--- config.mk ---
export PLATFORM = sky130hd
export DESIGN_NAME = tbfl_queue
export DESIGN_NICKNAME = d
export VERILOG_FILES = /design/src/rtl/tbfl_pkg.sv /design/src/rtl/tbfl_queue.sv
export SDC_FILE = /design/constraint.sdc
export NUM_CORES = 1
export LEC_CHECK = 0
export BUFFER_PORTS_ARGS = -buffer_cell sky130_fd_sc_hd__buf_2
export CORE_ASPECT_RATIO = 1.1
export CORE_MARGIN = 2
export CORE_UTILIZATION = 35
export CTS_BUF_LIST = sky130_fd_sc_hd__clkbuf_4
export DETAILED_ROUTE_END_ITERATION = 12
export GPL_ROUTABILITY_DRIVEN = 0
export PLACE_DENSITY = 0.54
export SLEW_MARGIN = 10
export SYNTH_ARGS = -nofsm -noshare
export SYNTH_HDL_FRONTEND = slang
export SYNTH_SLANG_ARGS = --single-unit
--- constraint.sdc ---
create_clock -name clk -period 3.1 [get_ports clk]
set_input_delay 0.465 -clock clk [delete_from_list [all_inputs] [get_ports clk]]
set_output_delay 0.465 -clock clk [all_outputs]
set_load 0.02 [all_outputs]
--- src/rtl/tbfl_pkg.sv ---
// ----------------------------------------------------------------------------
// tbfl_pkg
// Shared types and constants of the two-tier block free list: payload
// structs, the command passed from the front end to the back end, and codes.
// ----------------------------------------------------------------------------
package tbfl_pkg;

  localparam int POOL_BLOCKS  = 1024;
  localparam int REQUESTERS   = 4;
  localparam int QUEUE_DEPTH  = 2;

  localparam int LIMIT_W      = 11;
  localparam int IDX_W        = 10;
  localparam int REQ_W        = 2;

  localparam logic [LIMIT_W-1:0] LIMIT_RESET = 11'd256;

  // Values of the func field.
  localparam logic FUNC_ALLOC = 1'b0;
  localparam logic FUNC_FREE  = 1'b1;

  // Operation codes after classification.
  localparam logic [1:0] OP_NOP   = 2'd0;
  localparam logic [1:0] OP_ALLOC = 2'd1;
  localparam logic [1:0] OP_FREE  = 2'd2;

  typedef struct packed {
    logic             func;
    logic [REQ_W-1:0] requester;
    logic [IDX_W-1:0] block_index;
    logic             block_present;
  } tbfl_req_t;

  typedef struct packed {
    logic             granted;
    logic [IDX_W-1:0] granted_index;
    logic             out_of_memory;
    logic             freed_to_global;
  } tbfl_rsp_t;

  typedef struct packed {
    logic [1:0]       op;
    logic [REQ_W-1:0] requester;
    logic [IDX_W-1:0] block_index;
  } tbfl_cmd_t;

endpackage

--- src/rtl/tbfl_queue.sv ---
// ----------------------------------------------------------------------------
// tbfl_queue
// Short command queue between the front end and the back end.
// ----------------------------------------------------------------------------
module tbfl_queue #(
  parameter int DEPTH = tbfl_pkg::QUEUE_DEPTH,
  localparam int PW   = (DEPTH > 1) ? $clog2(DEPTH) : 1,
  localparam int CW   = $clog2(DEPTH + 1)
) (
  input  logic                clk,
  input  logic                rst,
  input  logic                push_valid,
  output logic                push_ready,
  input  tbfl_pkg::tbfl_cmd_t push_cmd,
  output logic                pop_valid,
  input  logic                pop_ready,
  output tbfl_pkg::tbfl_cmd_t pop_cmd
);

  tbfl_pkg::tbfl_cmd_t slots [DEPTH];
  logic [PW-1:0] wr_ptr;
  logic [PW-1:0] rd_ptr;
  logic [CW-1:0] count;
  logic          do_push;
  logic          do_pop;

  assign push_ready = count != CW'(DEPTH);
  assign pop_valid  = count != '0;
  assign pop_cmd    = slots[rd_ptr];
  assign do_push    = push_valid && push_ready;
  assign do_pop     = pop_valid && pop_ready;

  always_ff @(posedge clk) begin
    if (do_push) begin
      slots[wr_ptr] <= push_cmd;
    end
  end

  always_ff @(posedge clk) begin
    if (rst) begin
      wr_ptr <= '0;
      rd_ptr <= '0;
      count  <= '0;
    end else begin
      if (do_push) begin
        wr_ptr <= (wr_ptr == PW'(DEPTH - 1)) ? '0 : wr_ptr + PW'(1);
      end
      if (do_pop) begin
        rd_ptr <= (rd_ptr == PW'(DEPTH - 1)) ? '0 : rd_ptr + PW'(1);
      end
      if (do_push && !do_pop) begin
        count <= count + CW'(1);
      end else if (do_pop && !do_push) begin
        count <= count - CW'(1);
      end
    end
  end

endmodule

==> summary.md <==
| Metric | Value |
|---|---|
| Outcome | finished, final reports clean |
| Cell accounting for the most synthesized area | edfxtp_1 |
| Worst Reg2Reg Path Length in Cells | 5 |
| Fmax | 481 MHz |
| Clk root buf | clkbuf_4 |
| Min-delay worst type | input port to flip-flop |
| CTS clk-pin slew, worst paths | 0.10 ns |
| Pleak | 0.574 nW |
| Routed Antenna Nets | 0 |
| GR Util All Layers | 10.6% |
| Yosys reg bits | 33 |
| RSZ-0062 raised after global routing | false |
| Crit. path cell count | 2 |
| Vias in the first global route | 653 |
| Reg2reg start | count[0]$_SDFFE_PP0P_ |
| DR vias/cell | 4.35 |
| Final cell count without fillers | 155 |
| Post-synth top area share | 68.6% |
| Core area | 3360 sq um |
| Capturing point of the worst reg2reg path | count[1]$_SDFFE_PP0P_ |
| DP Cell Count | 147 |
| First-pass GRT wire length | 2.82 mm |
| Pre-CTS setup slack | 1.33 ns |
| CP Capture Type | output pin |
| Fraction of layout cells with a size suffix above 1 | 51.4% |
| Post-Syn Area per Cell | 18.3 sq um |
| Commonest non-fill, non-tap cell in the layout | buf_2 |
| GRT overflow | 0 |
| Fin. Hold Viols | 0 |
| Logic pwr share | 30.2% |
| Worst setup margin | 1.02 ns |
| PortBufs | 33 |
| Largest stage delay on the critical path | 0.72 ns |
| Starting DRC count in detailed routing | 13 |
| Cell row count | 22 |
| Layout Nets | 125 |
| CP Launch Type | flip-flop |
| Sequential element share of the synthesized area | 76.7% |
| Pwr per Cell Area | 786 nW/um^2 |
| # DRC | 0 |
| N_diodes | 0 |
| Cell family with most CP delay | flip-flops |
| Commonest cells after routing, fill and taps aside | buf_2 (33), edfxtp_1 (28), mux2_2 (14) |
| Max FO, Critical Path | 14 |
| Initial antenna violation count | 0 |
| TritonCTS clock tree | yes |
| Final wirelength | 1.87 mm |
| P_int | 797 uW |
| Max-cap viol count | 0 |
| CP required | 2.63 ns |
| Max-slew headroom | 54.8% |
| P_sw | 379 uW |
| Largest net degree at the start of global routing | 15 |
| Post-layout utilization of the core | 44.6% |
| Synthesized area | 1230 sq um |
| CTS max path bufs | 2 |
| Met1 usage in global routing | 9.43% |
| Final Skew | 0.00653 ns |
| CP bufs+invs | 1 |
| TritonCTS buffer count | 5 |
| Area Overhead vs Synth | 22.0% |
| Gate Count Post-Synth | 67 |
| CP Class | flip-flop to output pin |
| Clk pwr share | 18.2% |
| Crit path DAT | 1.61 ns |
| Full die area | 3990 sq um |
| Die H | 66.1 microns |
| GR Util met2 | 17.1% |
| H-tree depth | 2 |
| Sink Count | 33 |
| Netlist cell types | 17 |
| Hold Path End | slots[0][6]$_DFFE_PP_ |
| Net Count, Synth | 86 |
| Clk_lat worst skew | 0.33 ns |
| R2R setup slack | 1.44 ns |
| Final setup fails | 0 |
| Routed wire per std cell | 12.1 microns |
| Final HPWL DP | 1.26 mm |
| Max Slew Vio Count | 0 |
| Sw Share | 32.2% |
| Seq pwr share | 51.6% |
| Pre-Repair DR Iteration Count | 3 |
| Tcrit/Tclk final | 67.0% |
| Syn. warnings | 0 |
| Crit path max-delay cell type | dfxtp_1 |
| DR vias | 675 |
| Post-CTS setup repair buffer count | 0 |
| Post-Route Setup TNS | 0 ns |
| Gr busiest metal | met2 |
| Worst vdd ir | 0.459 mV |
| Total Power | 1.18 mW |
| Initial Util | 36.5% |
| CP Cell Sequence | mux2_2 > buf_2 |
| CTS Hold Bufs | 0 |
| Worst-margin pin slew | 0.678 ns |
| Top Ports | 34 |
| Cts repair resizes | 0 |
| Tmin final | 2.08 ns |
| M3 GR Usage | 7.44% |
| HP Start | push_cmd[6] |
| Hold path depth | 1 |
| Top cells by area, synth | edfxtp_1 (69%), mux2_2 (13%), dfxtp_1 (8.2%) |
| Die width | 60.4 microns |
==> logic make-up after synthesis <==
| kind of cell | share of synthesized area, % |
|---|---|
| adder cells (fa/ha/maj) | 1.02 |
| flip-flops | 76.7 |
| buffers and inverters | 0.714 |
| XOR/XNOR | 2.14 |
| multiplexers | 12.9 |
| AND/OR/NAND/NOR | 4.08 |
| AO/OA/AOI/OAI | 2.45 |
==> worst max path at each step <==
stage                                      from                    end
after floorplan           count[0]$_SDFFE_PP0P_  count[1]$_SDFFE_PP0P_
after global placement                flip-flop             pop_cmd[1]
after detailed placement              flip-flop             pop_cmd[1]
after CTS                             flip-flop             pop_cmd[1]
after global routing                  flip-flop             pop_cmd[5]
final                                 flip-flop             pop_cmd[1]
==> sequential cells by signal, indices dropped and copies added (netlist names), named ones only <==
register  flops
slots        28
count         2
rd_ptr        1
wr_ptr        1
==> per-layer routing <==
metal	up-vias	wire, microns
met3	6	177
met1	318	723
li1	328	-
met4	0	55
met5	-	0
met2	23	915
==> power by group through the flow <==
stage          clock (mW)  combinational (mW)  sequential [mW]
2_1_floorplan           0               0.275            0.592
3_5_place_dp            0               0.359            0.620
6_report            0.215               0.355            0.606
5_1_grt             0.248               0.386            0.616
4_1_cts             0.228               0.362            0.610
3_3_place_gp            0               0.355            0.617
==> stage by stage <==
stage                     hold slack [ns]  cell area, sq um
after floorplan                     0.471              1230
after global placement              0.490              1450
after detailed placement            0.494              1450
after CTS                           0.298              1500
after global routing                0.284              1500
final                               0.316              1500
==> cells in the mapped netlist <==
master,n
or2_2,1
a21oi_1,2
nor2_1,3
or3_1,1
a21bo_2,1
edfxtp_1,28
dfxtp_1,5
o21ai_0,2
inv_1,1
nand3b_1,1
mux2_2,14
ha_1,1
nand2b_1,1
and3_1,1
xor2_1,3
and2_1,1
buf_2,1
==> area by class of cell <==
| class | count | area [sq um] |
|---|---|---|
| Timing Repair Buffer | 33 | 165 |
| Clock inverter | 3 | 12.5 |
| Clock buffer | 5 | 37.5 |
| Multi-Input combinational cell | 32 | 277 |
| Tap cell | 48 | 60.1 |
| Fill cell | 329 | 1860 |
| Inverter | 1 | 3.75 |
| Sequential cell | 33 | 941 |
Power figures use the tool's default switching activity.
